`config.mk`:
```
export PLATFORM = sky130hd
export DESIGN_NAME = rtttl_ringtone_parser
export DESIGN_NICKNAME = d
export VERILOG_FILES = /design/src/rtl/rtp_pkg.sv /design/src/rtl/rtp_queue.sv /design/src/rtl/rtp_front.sv /design/src/rtl/rtp_duration.sv /design/src/rtl/rtttl_ringtone_parser.sv
export SDC_FILE = /design/constraint.sdc
export NUM_CORES = 1
export LEC_CHECK = 0
export ABC_AREA = 1
export BUFFER_PORTS_ARGS = -buffer_cell sky130_fd_sc_hd__clkbuf_2
export CORE_MARGIN = 2
export CORE_UTILIZATION = 25
export CTS_BUF_LIST = sky130_fd_sc_hd__clkbuf_8 sky130_fd_sc_hd__clkbuf_16
export DETAILED_ROUTE_END_ITERATION = 10
export GPL_ROUTABILITY_DRIVEN = 0
export HOLD_SLACK_MARGIN = 0.15
export MAX_ROUTING_LAYER = met4
export PLACE_DENSITY = 0.5
export SLEW_MARGIN = 15
export SYNTH_ARGS = -nofsm -noshare
export SYNTH_HDL_FRONTEND = slang
export SYNTH_HIERARCHICAL = 1
export SYNTH_SLANG_ARGS = --single-unit
```
`constraint.sdc`:
```
create_clock -name clk -period 15.1 [get_ports clk]
set_input_delay 2.265 -clock clk [delete_from_list [all_inputs] [get_ports clk]]
set_output_delay 2.265 -clock clk [all_outputs]
set_load 0.05 [all_outputs]
```
`src/rtl/rtp_pkg.sv`:
```
// Shared types, codes and constants of the RTTTL ringtone parser.
// Used by the front parser, the note queue, the duration unit and the top level.
package rtp_pkg;

    localparam int unsigned MAX_DOTS_DEFAULT    = 3;
    localparam int unsigned QUEUE_DEPTH_DEFAULT = 4;

    localparam logic [19:0] MS_MAX = 20'hFFFFF;

    typedef enum logic [1:0] {
        KIND_NOTE = 2'd0,
        KIND_REST = 2'd1,
        KIND_END  = 2'd2
    } note_kind_t;

    // One parsed note as it travels from the parser to the duration unit.
    typedef struct packed {
        note_kind_t         kind;
        logic [2:0]         letter;
        logic               sharp;
        logic signed [4:0]  octave;
        logic [9:0]         bpm;
        logic [9:0]         dur;
        logic [1:0]         dots;
        logic               song_end;
    } note_desc_t;

    // Whole-note length in ms times 3^k for k dots.
    function automatic logic [22:0] dot_numerator(input logic [1:0] dots);
        logic [22:0] num;
        unique case (dots)
            2'd0:    num = 23'd240000;
            2'd1:    num = 23'd720000;
            2'd2:    num = 23'd2160000;
            default: num = 23'd6480000;
        endcase
        return num;
    endfunction

endpackage

```
`src/rtl/rtp_queue.sv`:
```
// Short FIFO of parsed note descriptors between the parser and the duration unit.
// Depends on rtp_pkg for the descriptor type.
module rtp_queue #(
    parameter int unsigned DEPTH = rtp_pkg::QUEUE_DEPTH_DEFAULT
) (
    input  logic                clk,
    input  logic                rst_n,
    input  logic                push,
    input  rtp_pkg::note_desc_t push_data,
    output logic                full,
    input  logic                pop,
    output rtp_pkg::note_desc_t pop_data,
    output logic                empty
);

    localparam int unsigned IDX_W = $clog2(DEPTH);
    localparam int unsigned CNT_W = $clog2(DEPTH + 1);

    rtp_pkg::note_desc_t entries_reg [DEPTH];
    logic [IDX_W-1:0]    wr_ptr_reg, wr_ptr_next;
    logic [IDX_W-1:0]    rd_ptr_reg, rd_ptr_next;
    logic [CNT_W-1:0]    count_reg, count_next;
    logic                do_push, do_pop;

    assign full     = (count_reg == CNT_W'(DEPTH));
    assign empty    = (count_reg == '0);
    assign do_push  = push && !full;
    assign do_pop   = pop && !empty;
    assign pop_data = entries_reg[rd_ptr_reg];

    always_comb
    begin
        wr_ptr_next = wr_ptr_reg;
        rd_ptr_next = rd_ptr_reg;
        count_next  = count_reg;
        if (do_push)
        begin
            wr_ptr_next = (wr_ptr_reg == IDX_W'(DEPTH - 1)) ? '0 : wr_ptr_reg + 1'b1;
        end
        if (do_pop)
        begin
            rd_ptr_next = (rd_ptr_reg == IDX_W'(DEPTH - 1)) ? '0 : rd_ptr_reg + 1'b1;
        end
        if (do_push && !do_pop)
        begin
            count_next = count_reg + 1'b1;
        end
        else if (do_pop && !do_push)
        begin
            count_next = count_reg - 1'b1;
        end
    end

    always_ff @(posedge clk or negedge rst_n)
    begin
        if (!rst_n)
        begin
            wr_ptr_reg <= '0;
            rd_ptr_reg <= '0;
            count_reg  <= '0;
        end
        else
        begin
            wr_ptr_reg <= wr_ptr_next;
            rd_ptr_reg <= rd_ptr_next;
            count_reg  <= count_next;
        end
    end

    always_ff @(posedge clk)
    begin
        if (do_push)
        begin
            entries_reg[wr_ptr_reg] <= push_data;
        end
    end

endmodule

```
`src/rtl/rtp_front.sv`:
```
// Byte parser of the RTTTL ringtone parser: name, defaults and note syntax.
// Depends on rtp_pkg; pushes a descriptor into the queue per finished note and on the last byte.
module rtp_front #(
    parameter int unsigned MAX_DOTS = rtp_pkg::MAX_DOTS_DEFAULT
) (
    input  logic                clk,
    input  logic                rst_n,
    input  logic                in_valid,
    output logic                in_ready,
    input  logic [7:0]          text_byte,
    input  logic                last_byte,
    input  logic                q_full,
    output logic                push,
    output rtp_pkg::note_desc_t desc
);

    localparam logic [7:0] CH_ZERO  = 8'h30;
    localparam logic [7:0] CH_NINE  = 8'h39;
    localparam logic [7:0] CH_HASH  = 8'h23;
    localparam logic [7:0] CH_FLAT  = 8'h62;
    localparam logic [7:0] CH_DOT   = 8'h2E;
    localparam logic [7:0] CH_SPACE = 8'h20;
    localparam logic [7:0] CH_COLON = 8'h3A;
    localparam logic [3:0] CODE_REST = 4'd7;
    localparam logic [3:0] CODE_NONE = 4'd8;

    localparam int unsigned FL_SHARP = 0;
    localparam int unsigned FL_REST  = 1;
    localparam int unsigned FL_LOW   = 2;

    typedef enum logic [2:0] {
        PH_NAME  = 3'b001,
        PH_META  = 3'b010,
        PH_NOTES = 3'b100
    } phase_t;

    typedef enum logic [7:0] {
        SP_IDLE   = 8'b0000_0001,
        SP_DUR    = 8'b0000_0010,
        SP_LETTER = 8'b0000_0100,
        SP_SHARP  = 8'b0000_1000,
        SP_FLAT   = 8'b0001_0000,
        SP_DOTS   = 8'b0010_0000,
        SP_OCT    = 8'b0100_0000,
        SP_TAIL   = 8'b1000_0000
    } subphase_t;

    typedef enum logic [2:0] {
        KEY_DUR = 3'b001,
        KEY_OCT = 3'b010,
        KEY_BPM = 3'b100
    } key_t;

    phase_t     phase_reg, phase_next;
    subphase_t  sp_reg, sp_next;
    key_t       key_reg, key_next;
    logic [9:0] ddur_reg, ddur_next;
    logic [3:0] doct_reg, doct_next;
    logic [9:0] bpm_reg, bpm_next;
    logic [9:0] pdur_reg, pdur_next;
    logic [1:0] pdots_reg, pdots_next;
    logic [2:0] pletter_reg, pletter_next;
    logic [2:0] pflags_reg, pflags_next;
    logic [3:0] poct_reg, poct_next;

    logic       accept;
    logic       got;
    logic       is_digit;
    logic [3:0] dval;
    logic [3:0] code;
    logic       open_note;

    // Decimal accumulate, saturating at the largest value of the result width.
    function automatic logic [9:0] acc_sat10(input logic [9:0] v, input logic [3:0] d);
        logic [13:0] r;
        r = {v, 3'b000} + {3'b000, v, 1'b0} + {10'd0, d};
        return (r > 14'd1023) ? 10'd1023 : r[9:0];
    endfunction

    function automatic logic [3:0] acc_sat4(input logic [3:0] v, input logic [3:0] d);
        logic [7:0] r;
        r = {1'b0, v, 3'b000} + {3'b000, v, 1'b0} + {4'd0, d};
        return (r > 8'd15) ? 4'd15 : r[3:0];
    endfunction

    assign in_ready = !q_full;
    assign accept   = in_valid && in_ready;
    assign is_digit = (text_byte >= CH_ZERO) && (text_byte <= CH_NINE);
    assign dval     = text_byte[3:0];

    always_comb
    begin
        if (text_byte >= 8'h41 && text_byte <= 8'h47)
        begin
            code = 4'(text_byte - 8'h41);
        end
        else if (text_byte >= 8'h61 && text_byte <= 8'h67)
        begin
            code = 4'(text_byte - 8'h61);
        end
        else if (text_byte == 8'h70 || text_byte == 8'h50)
        begin
            code = CODE_REST;
        end
        else
        begin
            code = CODE_NONE;
        end
    end

    always_comb
    begin
        phase_next   = phase_reg;
        sp_next      = sp_reg;
        key_next     = key_reg;
        ddur_next    = ddur_reg;
        doct_next    = doct_reg;
        bpm_next     = bpm_reg;
        pdur_next    = pdur_reg;
        pdots_next   = pdots_reg;
        pletter_next = pletter_reg;
        pflags_next  = pflags_reg;
        poct_next    = poct_reg;
        got          = 1'b0;

        unique case (phase_reg)
            PH_NAME:
            begin
                if (text_byte == CH_COLON)
                begin
                    phase_next = PH_META;
                end
            end
            PH_META:
            begin
                priority if (text_byte == CH_COLON)
                begin
                    phase_next = PH_NOTES;
                end
                else if (text_byte == 8'h64 || text_byte == 8'h44)
                begin
                    key_next  = KEY_DUR;
                    ddur_next = '0;
                end
                else if (text_byte == 8'h6F || text_byte == 8'h4F)
                begin
                    key_next  = KEY_OCT;
                    doct_next = '0;
                end
                else if (text_byte == 8'h62 || text_byte == 8'h42)
                begin
                    key_next = KEY_BPM;
                    bpm_next = '0;
                end
                else if (is_digit)
                begin
                    if (key_reg == KEY_OCT)
                    begin
                        doct_next = acc_sat4(doct_reg, dval);
                    end
                    else if (key_reg == KEY_BPM)
                    begin
                        bpm_next = acc_sat10(bpm_reg, dval);
                    end
                    else
                    begin
                        ddur_next = acc_sat10(ddur_reg, dval);
                    end
                end
                else
                begin
                    key_next = key_reg;
                end
            end
            PH_NOTES:
            begin
                if (sp_reg == SP_IDLE || sp_reg == SP_DUR)
                begin
                    if (is_digit)
                    begin
                        pdur_next = (sp_reg == SP_IDLE) ? {6'd0, dval}
                                                         : acc_sat10(pdur_reg, dval);
                        sp_next   = SP_DUR;
                    end
                    else if (code != CODE_NONE)
                    begin
                        // A note letter or a rest opens a note.
                        if (sp_reg == SP_IDLE)
                        begin
                            pdur_next = ddur_reg;
                        end
                        pletter_next = (code < CODE_REST) ? code[2:0] : 3'd0;
                        pflags_next  = (code == CODE_REST) ? 3'b010 : 3'b000;
                        poct_next    = doct_reg;
                        pdots_next   = '0;
                        sp_next      = SP_LETTER;
                    end
                    else
                    begin
                        sp_next = SP_IDLE;
                    end
                end
                else
                begin
                    priority if (text_byte == CH_HASH && sp_reg == SP_LETTER)
                    begin
                        if (!pflags_reg[FL_REST])
                        begin
                            pflags_next[FL_SHARP] = 1'b1;
                        end
                        sp_next = SP_SHARP;
                    end
                    else if (text_byte == CH_FLAT && (sp_reg == SP_LETTER || sp_reg == SP_SHARP))
                    begin
                        // A flat is the sharp of the letter below; A wraps to G an octave down.
                        if (!pflags_reg[FL_REST])
                        begin
                            if (pletter_reg == 3'd0)
                            begin
                                pletter_next        = 3'd6;
                                pflags_next[FL_LOW] = 1'b1;
                            end
                            else
                            begin
                                pletter_next = pletter_reg - 3'd1;
                            end
                            pflags_next[FL_SHARP] = 1'b1;
                        end
                        sp_next = SP_FLAT;
                    end
                    else if (text_byte == CH_DOT && sp_reg != SP_TAIL)
                    begin
                        if (32'(pdots_reg) < MAX_DOTS)
                        begin
                            pdots_next = pdots_reg + 2'd1;
                        end
                        sp_next = (sp_reg == SP_OCT) ? SP_OCT : SP_DOTS;
                    end
                    else if (is_digit && sp_reg != SP_OCT && sp_reg != SP_TAIL)
                    begin
                        poct_next = dval;
                        sp_next   = SP_OCT;
                    end
                    else if (text_byte == CH_SPACE)
                    begin
                        sp_next = SP_TAIL;
                    end
                    else
                    begin
                        got     = 1'b1;
                        sp_next = SP_IDLE;
                    end
                end
            end
            default:
            begin
                phase_next = PH_NAME;
            end
        endcase

        open_note = (phase_next == PH_NOTES) && (sp_next != SP_IDLE) && (sp_next != SP_DUR);

        // The note fields do not change on a delimiter, so the updated values
        // serve both a delimited note and a note left open at the last byte.
        desc.song_end = last_byte;
        if (got || open_note)
        begin
            desc.kind   = pflags_next[FL_REST] ? rtp_pkg::KIND_REST : rtp_pkg::KIND_NOTE;
            desc.letter = pflags_next[FL_REST] ? 3'd0 : pletter_next;
            desc.sharp  = !pflags_next[FL_REST] && pflags_next[FL_SHARP];
            desc.octave = pflags_next[FL_REST] ? 5'sd0
                        : signed'({1'b0, poct_next} - {4'd0, pflags_next[FL_LOW]});
            desc.bpm    = bpm_next;
            desc.dur    = pdur_next;
            desc.dots   = pdots_next;
        end
        else
        begin
            desc.kind   = rtp_pkg::KIND_END;
            desc.letter = '0;
            desc.sharp  = 1'b0;
            desc.octave = '0;
            desc.bpm    = '0;
            desc.dur    = '0;
            desc.dots   = '0;
        end

        push = accept && (got || last_byte);

        if (last_byte)
        begin
            phase_next   = PH_NAME;
            sp_next      = SP_IDLE;
            key_next     = KEY_DUR;
            ddur_next    = '0;
            doct_next    = '0;
            bpm_next     = '0;
            pdur_next    = '0;
            pdots_next   = '0;
            pletter_next = '0;
            pflags_next  = '0;
            poct_next    = '0;
        end
    end

    always_ff @(posedge clk or negedge rst_n)
    begin
        if (!rst_n)
        begin
            phase_reg   <= PH_NAME;
            sp_reg      <= SP_IDLE;
            key_reg     <= KEY_DUR;
            ddur_reg    <= '0;
            doct_reg    <= '0;
            bpm_reg     <= '0;
            pdur_reg    <= '0;
            pdots_reg   <= '0;
            pletter_reg <= '0;
            pflags_reg  <= '0;
            poct_reg    <= '0;
        end
        else if (accept)
        begin
            phase_reg   <= phase_next;
            sp_reg      <= sp_next;
            key_reg     <= key_next;
            ddur_reg    <= ddur_next;
            doct_reg    <= doct_next;
            bpm_reg     <= bpm_next;
            pdur_reg    <= pdur_next;
            pdots_reg   <= pdots_next;
            pletter_reg <= pletter_next;
            pflags_reg  <= pflags_next;
            poct_reg    <= poct_next;
        end
    end

endmodule

```
`src/rtl/rtp_duration.sv`:
```
// Duration unit: multiplies tempo by note value, then divides one bit per cycle.
// Depends on rtp_pkg; pops descriptors from the queue and drives the output register.
module rtp_duration (
    input  logic                     clk,
    input  logic                     rst_n,
    input  logic                     q_empty,
    output logic                     pop,
    input  rtp_pkg::note_desc_t      item,
    output logic                     out_valid,
    input  logic                     out_ready,
    output rtp_pkg::note_kind_t      note_kind,
    output logic [2:0]               note_letter,
    output logic                     sharp,
    output logic signed [4:0]        note_octave,
    output logic [19:0]              duration_ms,
    output logic                     song_end
);

    localparam int unsigned DIV_W     = 25;
    localparam int unsigned DEN_W     = 24;
    localparam int unsigned CNT_W     = $clog2(DIV_W + 1);

    typedef enum logic [4:0] {
        ST_IDLE = 5'b00001,
        ST_MUL  = 5'b00010,
        ST_PREP = 5'b00100,
        ST_DIV  = 5'b01000,
        ST_DONE = 5'b10000
    } state_t;

    state_t              state_reg, state_next;
    logic                out_valid_reg, out_valid_next;
    logic [CNT_W-1:0]    cnt_reg;
    rtp_pkg::note_desc_t item_reg;
    logic [19:0]         prod_reg;
    logic [DEN_W-1:0]    den_reg;
    logic [DEN_W-1:0]    rem_reg;
    logic [DIV_W-1:0]    quo_reg;

    logic [22:0]         den_sh;
    logic [DIV_W-1:0]    shifted;
    logic                fits;
    logic [DIV_W-1:0]    diff;
    logic                load_out;
    logic [19:0]         ms;

    assign pop       = (state_reg == ST_IDLE) && !q_empty;
    assign out_valid = out_valid_reg;
    assign load_out  = (state_reg == ST_DONE) && (!out_valid_reg || out_ready);

    // Round half up: (2*num + den) / (2*den); a zero divisor gives all ones.
    assign den_sh  = {3'd0, prod_reg} << item_reg.dots;
    assign shifted = {rem_reg, quo_reg[DIV_W-1]};
    assign fits    = shifted >= {1'b0, den_reg};
    assign diff    = shifted - {1'b0, den_reg};

    always_comb
    begin
        if (item_reg.kind == rtp_pkg::KIND_END)
        begin
            ms = '0;
        end
        else if (quo_reg > DIV_W'(rtp_pkg::MS_MAX))
        begin
            ms = rtp_pkg::MS_MAX;
        end
        else
        begin
            ms = quo_reg[19:0];
        end
    end

    always_comb
    begin
        state_next     = state_reg;
        out_valid_next = out_valid_reg && !out_ready;
        unique case (state_reg)
            ST_IDLE:
            begin
                if (!q_empty)
                begin
                    state_next = ST_MUL;
                end
            end
            ST_MUL:
            begin
                state_next = ST_PREP;
            end
            ST_PREP:
            begin
                state_next = ST_DIV;
            end
            ST_DIV:
            begin
                if (cnt_reg == CNT_W'(1))
                begin
                    state_next = ST_DONE;
                end
            end
            ST_DONE:
            begin
                if (load_out)
                begin
                    state_next     = ST_IDLE;
                    out_valid_next = 1'b1;
                end
            end
            default:
            begin
                state_next = ST_IDLE;
            end
        endcase
    end

    always_ff @(posedge clk or negedge rst_n)
    begin
        if (!rst_n)
        begin
            state_reg     <= ST_IDLE;
            out_valid_reg <= 1'b0;
            cnt_reg       <= '0;
        end
        else
        begin
            state_reg     <= state_next;
            out_valid_reg <= out_valid_next;
            if (state_reg == ST_PREP)
            begin
                cnt_reg <= CNT_W'(DIV_W);
            end
            else if (state_reg == ST_DIV)
            begin
                cnt_reg <= cnt_reg - 1'b1;
            end
        end
    end

    always_ff @(posedge clk)
    begin
        if (pop)
        begin
            item_reg <= item;
        end
        if (state_reg == ST_MUL)
        begin
            prod_reg <= item_reg.bpm * item_reg.dur;
        end
        if (state_reg == ST_PREP)
        begin
            den_reg <= {den_sh, 1'b0};
            rem_reg <= '0;
            quo_reg <= {1'b0, rtp_pkg::dot_numerator(item_reg.dots), 1'b0} + {2'd0, den_sh};
        end
        else if (state_reg == ST_DIV)
        begin
            rem_reg <= fits ? diff[DEN_W-1:0] : shifted[DEN_W-1:0];
            quo_reg <= {quo_reg[DIV_W-2:0], fits};
        end
        if (load_out)
        begin
            note_kind   <= item_reg.kind;
            note_letter <= item_reg.letter;
            sharp       <= item_reg.sharp;
            note_octave <= item_reg.octave;
            duration_ms <= ms;
            song_end    <= item_reg.song_end;
        end
    end

endmodule

```
`src/rtl/rtttl_ringtone_parser.sv`:
```
// Top level of the RTTTL ringtone parser: parser, note queue and duration unit.
// Depends on rtp_pkg, rtp_front, rtp_queue and rtp_duration.
//
// The input channel takes one character of ringtone text per transaction,
// with last_byte marking the final character. The parser skips the song
// name, reads the d=, o= and b= defaults and then parses notes. A note is
// produced when its delimiter arrives; the last byte always produces one
// output transaction with song_end set, the note it closes or leaves open or
// an end marker (note_kind 2), and then the parser returns to its reset state.
// The parser takes one byte per cycle as long as the note queue has room.
// The duration unit handles one note at a time: a pop, the tempo times note
// value product, a setup step, a one-bit-per-cycle restoring divider and the
// load of the output register; it pops no new note until that load is done.
// The queue absorbs bursts of short notes. When the receiver stalls, the
// result waits in the output register, the unit holds its next result, the
// queue fills and in_ready falls.
// Reset (rst_n, asynchronous, active low) empties the queue and the output.
module rtttl_ringtone_parser #(
    parameter int unsigned MAX_DOTS    = rtp_pkg::MAX_DOTS_DEFAULT,
    parameter int unsigned QUEUE_DEPTH = rtp_pkg::QUEUE_DEPTH_DEFAULT
) (
    input  logic                clk,
    input  logic                rst_n,
    input  logic                in_valid,
    output logic                in_ready,
    input  logic [7:0]          text_byte,
    input  logic                last_byte,
    output logic                out_valid,
    input  logic                out_ready,
    output rtp_pkg::note_kind_t note_kind,
    output logic [2:0]          note_letter,
    output logic                sharp,
    output logic signed [4:0]   note_octave,
    output logic [19:0]         duration_ms,
    output logic                song_end
);

    logic                q_full;
    logic                q_empty;
    logic                push;
    logic                pop;
    rtp_pkg::note_desc_t push_desc;
    rtp_pkg::note_desc_t pop_desc;

    // Front: classifies each byte and builds note descriptors.
    rtp_front #(
        .MAX_DOTS (MAX_DOTS)
    ) u_front (
        .clk       (clk),
        .rst_n     (rst_n),
        .in_valid  (in_valid),
        .in_ready  (in_ready),
        .text_byte (text_byte),
        .last_byte (last_byte),
        .q_full    (q_full),
        .push      (push),
        .desc      (push_desc)
    );

    // Queue: decouples byte parsing from the multi-cycle duration math.
    rtp_queue #(
        .DEPTH (QUEUE_DEPTH)
    ) u_queue (
        .clk       (clk),
        .rst_n     (rst_n),
        .push      (push),
        .push_data (push_desc),
        .full      (q_full),
        .pop       (pop),
        .pop_data  (pop_desc),
        .empty     (q_empty)
    );

    // Back: computes the note length and presents the result.
    rtp_duration u_duration (
        .clk         (clk),
        .rst_n       (rst_n),
        .q_empty     (q_empty),
        .pop         (pop),
        .item        (pop_desc),
        .out_valid   (out_valid),
        .out_ready   (out_ready),
        .note_kind   (note_kind),
        .note_letter (note_letter),
        .sharp       (sharp),
        .note_octave (note_octave),
        .duration_ms (duration_ms),
        .song_end    (song_end)
    );

endmodule

```
## After elaboration in Yosys (flattened, before gate mapping)

Memory sizes are Yosys's and may differ from the RTL's. A register that Yosys moved wholly into a read port is not among the register bits.
Cells that the tools add are included.

| storage, ports and cells | value |
|---|---|
| bits in registers | 202 |
| RAM bits | 136 |
| input port bits | 13 |
| output and inout bits | 34 |
| word-level logic and storage cells | 300 |
| memories | 1 |

| cells by class | value |
|---|---|
| add/subtract/negate cells | 20 |
| $mul | 1 |
| magnitude comparators | 14 |
| equality and inequality tests | 51 |
| shift-type cells | 1 |
| mux-type cells | 135 |
| reductions and logical operators | 50 |

Memory list:

| name | depth | bits a word | rd ports | clocked after memory_dff | write ports | RTL line | RTL |
|---|---|---|---|---|---|---|---|
| u_queue.entries_reg | 4 | 34 | 1 | 1 | 1 | rtp_queue.sv:19 | `rtp_pkg::note_desc_t entries_reg [DEPTH];` |

Operators with widths:

| cell | number |
|---|---|
| $mux 10 | 28 |
| $mux 4 | 21 |
| $mux 3 | 27 |
| $eq 8x7->1 const B | 9 |
| $mux 8 | 9 |
| $pmux 23 s3 | 1 |
| $mux 25 | 2 |
| $add 13x11->14 | 3 |
| $add 14x4->14 | 3 |
| $gt 14x10->1 const B | 3 |
| $mux 33 | 1 |
| $eq 8x6->1 const B | 4 |
| $mux 5 | 6 |
| $add 24x23->25 | 1 |
| $ge 25x24->1 | 1 |
| $gt 25x20->1 const B | 1 |
| $pmux 5 s5 | 1 |
| $mux 2 | 12 |
| $mux 24 | 1 |
| $sub 24x24->24 | 1 |
| $mux 23 | 1 |
| $shl 20x2->23 | 1 |
| $mux 1 | 22 |
| $logic_and 1x1->1 | 20 |
| other kinds (53) | 93 |

## Logic depth before layout (Yosys ltp)

| logic depth | value |
|---|---|
| word-level depth | 17 |
| depth in mapped cells | 20 |
| depth with buffers taken out | 20 |

## Cells and area by module

Netlist, hierarchy kept.

Modules (own cells, without submodules):

| module | instances | cells an instance | area each (µm²) | seq. area each (µm²) |
|---|---|---|---|---|
| rtp_duration | 1 | 1499 | 12635.9 | 4780.8 |
| rtp_front | 1 | 1014 | 6640.1 | 1505.2 |
| rtp_queue | 1 | 457 | 5820.6 | 4259.1 |

## Worst setup path after synthesis

No wires, ideal clock.

| timing path | value |
|---|---|
| path kind | input-to-reg |
| start point | input port text_byte[0] |
| end point | memory u_queue/entries_reg[0][0] in the netlist's numbering, enable pin |
| setup time | 0.425 ns |
| arrival time | 4.975 ns |
| required time | 14.675 ns |
| setup slack | 9.700 ns |
| stages | 11 |
| path buffers | 0 |
| cells stage by stage | inv_1 ha_1 nor2_1 nand2_1 nand3_1 nor2_2 nor2_2 nand3_4 a21oi_1 nand2_1 nor2_1 |

| on the way | value |
|---|---|
| word-level cells in the longest chain between the ends | 15 |
| elaborated cells on any way between the ends | 24 |
| classes of those cells | 2 x order compare; 4 x eq/ne; 9 x mux; 9 x reduce/logical |

Ends and longest elaborated chain:

| element | RTL line | RTL |
|---|---|---|
| start: declaration | rtttl_ringtone_parser.sv:26 | `input logic [7:0] text_byte,` |
| $ge 8x6->1 / $le 8x6->1 (equally long branches) | rtp_front.sv:88 | `assign is_digit = (text_byte >= CH_ZERO) && (text_byte <= CH_NINE);` |
| $logic_and 1x1->1 | rtp_front.sv:88 |  |
| $logic_and 1x1->1 (2 in series) | rtp_front.sv:239 | `else if (is_digit && sp_reg != SP_OCT && sp_reg != SP_TAIL)` |
| $mux 1 | rtp_front.sv:239 |  |
| $mux 1 | rtp_front.sv:231 | `else if (text_byte == CH_DOT && sp_reg != SP_TAIL)` |
| $mux 1 | rtp_front.sv:213 | `else if (text_byte == CH_FLAT && (sp_reg == SP_LETTER \|\| sp_reg == SP_SHARP))` |
| $mux 1 * | rtp_front.sv:205 | `priority if (text_byte == CH_HASH && sp_reg == SP_LETTER)` |
| $mux 1 * | rtp_front.sv:177 | `if (sp_reg == SP_IDLE \|\| sp_reg == SP_DUR)` |
| $mux 1 * | rtp_front.sv:126 | `unique case (phase_reg)` |
| $logic_or 1x1->1 * | rtp_front.sv:288 | `push = accept && (got \|\| last_byte);` |
| $logic_and 1x1->1 * | rtp_front.sv:288 |  |
| named net push | rtttl_ringtone_parser.sv:40 | `logic push;` |
| $logic_and 1x1->1 * | rtp_queue.sv:27 | `assign do_push = push && !full;` |
| $mux 1 * | rtp_queue.sv:72 | `if (do_push)` |
| $mux 1 (not written as such) * | rtp_queue.sv:74 | `entries_reg[wr_ptr_reg] <= push_data;` |
| end: declaration | rtp_queue.sv:19 |  |

The timed path passes the listed nets; every way through them passes the cells marked *.

## Worst setup path in the final report

| timing path | value |
|---|---|
| start point | input port text_byte[1] |
| end point | memory u_queue/entries_reg[3][31] in the netlist's numbering, enable pin |

The elaborated chain is that of the path after synthesis.

==> flow_metrics.env <==
export IMPL_reg2reg_slack_ns=9.80
export IMPL_postCtsSetupRepairBufs=0
export IMPL_maxCapViolCount=0
export IMPL_syn_area_um2=25100
export IMPL_skew_ns=0.0256
export IMPL_cts_tree="done"
export IMPL_wirelength_mm=62.3
export IMPL_synthTopCellsByArea="edfxtp_1, nand2_1, ha_1, dfrtp_1, inv_1"
export IMPL_hold_viol_final=0
export IMPL_cts_resized=0
export IMPL_die_x_um=321
export IMPL_worst_path_max_fanout=28
export IMPL_cts_max_level=2
export IMPL_synth_top_area_share_pct=32.3
export IMPL_clockRootBuffer="clkbuf_16"
export IMPL_numClockSinks=372
export IMPL_critPathLaunchType="input pin"
export IMPL_portBuffers=46
export IMPL_synthCells=2970
export IMPL_crit_type="input pin to flop"
export IMPL_ant_nets=0
export IMPL_ys_seq_area_share_pct=42.0
export IMPL_finalNetCount=3244
export IMPL_worstPathRequired_ns=15.32
export IMPL_io_pins=47
export IMPL_tns_ns=0
export IMPL_area_growth_pct=11.8
export IMPL_core_area_um2=99900
export IMPL_vias=19200
export IMPL_holdPathStages=0
export IMPL_grt_pass1_wl_mm=102
export IMPL_synth_top_cell_by_area="edfxtp_1"
export IMPL_post_route_min_period_ns=5.54
export IMPL_clk_pin_slew_ns=0.06
export IMPL_grt_pass1_vias=19100
export IMPL_drv_slew=0
export IMPL_clk_latency_ns=0.59
export IMPL_syn_avg_cell_area_um2=8.45
export IMPL_die_area_um2=103000
export IMPL_clk_path_buf_depth=3
export IMPL_synth_edf_count=270
export IMPL_rr_worst_depth=17
export IMPL_grt_max_degree=77
export IMPL_worst_pin_slew_ns=1.02
export IMPL_fin_crit_sh_pct=36.7
export IMPL_r2r_start="u_duration/item_reg[13]"
export IMPL_antenna_found_initial=1
export IMPL_status="completed"
export IMPL_routedWlPerCell_um=14.4
export IMPL_initialDrtViolationCount=1179
export IMPL_cts_buffers=42
export IMPL_drtPass1Iterations=6
export IMPL_final_layout_size_suffix_gt1_share_pct=9.04
export IMPL_timing_rr_end="u_duration/prod_reg[15]"
export IMPL_dp_hpwl_mm=46.1
export IMPL_holdPathEnd="u_duration/note_octave[2]"
export IMPL_drcViolationCount=0
export IMPL_cts_hold_buf=0
export IMPL_yosysWarnings=6
export IMPL_grt_overflow_total=0
export IMPL_final_setup_viol_count=0
export IMPL_async_flop_share_pct=21.0
export IMPL_min_from="u_duration/item_reg[25]"
export IMPL_cp_end_kind="flop"
export IMPL_start_util_pct=25.1
export IMPL_crit_path_start="text_byte[1]"
export IMPL_max_slew_margin_pct=31.8
export IMPL_maxClockFrequency_mhz=180
export IMPL_rsz0062_at_grt="false"
export IMPL_hold_class="flop to flop"
export IMPL_synth_ff_latch_count=372
export IMPL_cp_cell_sequence="clkbuf_2, inv_1, ha_1, nor2_1, nand2_1, nand3_1, nor2_2, nor2_2, nand3_4, a21oi_1, nand2_1, nor2_4, buf_4"
export IMPL_syn_num_nets=3229
export IMPL_crit_arrival_ns=5.76
export IMPL_via_per_inst=4.43
export IMPL_crit_slowest_cell="nand3_1"
export IMPL_slowest_delay_ns=0.68
export IMPL_synth_flop_cell="edfxtp_1"
export IMPL_rows=116
export IMPL_track_usage_pct=12.6
export IMPL_yosysUniqueCellTypes=60
export IMPL_die_h_um=321
export IMPL_largest_register_ffs=136
-- layout by cell type, fill, tap and decap left out, types with 11 or more instances in the layout --
master     netlist  routed
clkbuf_16        0      42
a31oi_1         13      13
nor2_2          25      25
dfxtp_1         24      24
and2_1          14      14
clkbuf_2         0      45
inv_2           20      20
nand3b_1        11      11
fa_1            73      73
inv_1          490     502
xnor2_1         22      22
buf_4           10      19
o211ai_1        74      74
dfrtp_1         74      73
xor2_1          23      23
o22ai_1         24      24
nor2_4           8      13
a21oi_1        142     141
edfxtp_1       270     270
nor3_1          21      21
o21ai_0        120     120
o21ai_1         22      22
ha_1           173     173
nand3_1        164     164
nor2_1         157     152
nand2_1        766     766
nand3_2         18      18
nand2_2         34      34
nand4_1         25      25
-- area by class of cell --
class | instances | area, µm²
antenna | 2 | 5.00
timing repair buffer | 64 | 368
fill | 10700 | 71800
multi-input combinational | 1992 | 12200
clock buffer | 44 | 1080
inverter | 513 | 1930
clock inverter | 34 | 322
tap | 1298 | 1620
sequential | 372 | 10500
-- layer usage --
metal / up-vias / GRT usage (%) / part of all wire [%]
li1: 9714 / - / -
met1: 9048 / 16.5 / 47
met2: 311 / 20.7 / 47
met3: 81 / 1.53 / 3.6
met4: 0 / 2.85 / 1.9
met5: - / - / 0
-- through the flow --
stage	hold WS (ns)	util [%]	instances	setup slack, ns	cell area [µm²]
global route	0.443	28.1	4317	9.18	28000
CTS	0.414	28.1	4317	9.59	28000
detailed placement	0.408	26.7	4239	8.97	26600
floorplan	0.400	-	2970	9.70	25100
finish	0.416	28.1	4319	9.56	28000
global placement	0.403	26.7	4239	9.02	26600
-- critical path: cells and delay by family --
family,cells,cell delay (ns)
AND/OR/NAND/NOR,8,2.03
adder cells (fa/ha/maj),1,0.24
AO/OA/AOI/OAI,1,0.37
buffers and inverters,3,0.81
-- worst max path at each step --
stage                                 end  slack, ns
6_report       u_queue/entries_reg[3][31]       9.56
3_5_place_dp   u_queue/entries_reg[3][31]       8.97
2_1_floorplan   u_queue/entries_reg[0][0]       9.70
5_1_grt        u_queue/entries_reg[3][31]       9.18
3_3_place_gp   u_queue/entries_reg[3][33]       9.02
4_1_cts        u_queue/entries_reg[3][31]       9.59
-- cell usage after synthesis (all sizes together), types with 2 or more instances --
library cell,number
a21boi,2
a21o,4
a21oi,145
a31oi,13
and2,14
buf,53
clkbuf,40
dfrtp,74
dfstp,4
dfxtp,24
edfxtp,270
fa,73
ha,173
inv,512
mux2i,7
nand2,803
nand3,183
nand3b,11
nand4,25
nor2,190
nor3,22
nor3b,2
nor4,9
o211ai,74
o21ai,146
o21bai,5
o22ai,24
o31ai,4
or2,11
xnor2,22
xor2,23
-- cells by family (layout without fill, tap and decap cells) --
kind of cell,after synthesis,count (layout),synth area share (%)
adder cells (fa/ha/maj),246,246,14.4
AND/OR/NAND/NOR,1272,1272,22.3
buffers and inverters,606,655,9.75
XOR/XNOR,45,45,1.57
multiplexers,7,7,0.279
other,0,2,0
flip-flops,372,372,42.0
AO/OA/AOI/OAI,422,422,9.67
Power is not shown: default switching activity piles up to over one toggle a cycle in this logic, so the estimate is an artifact.
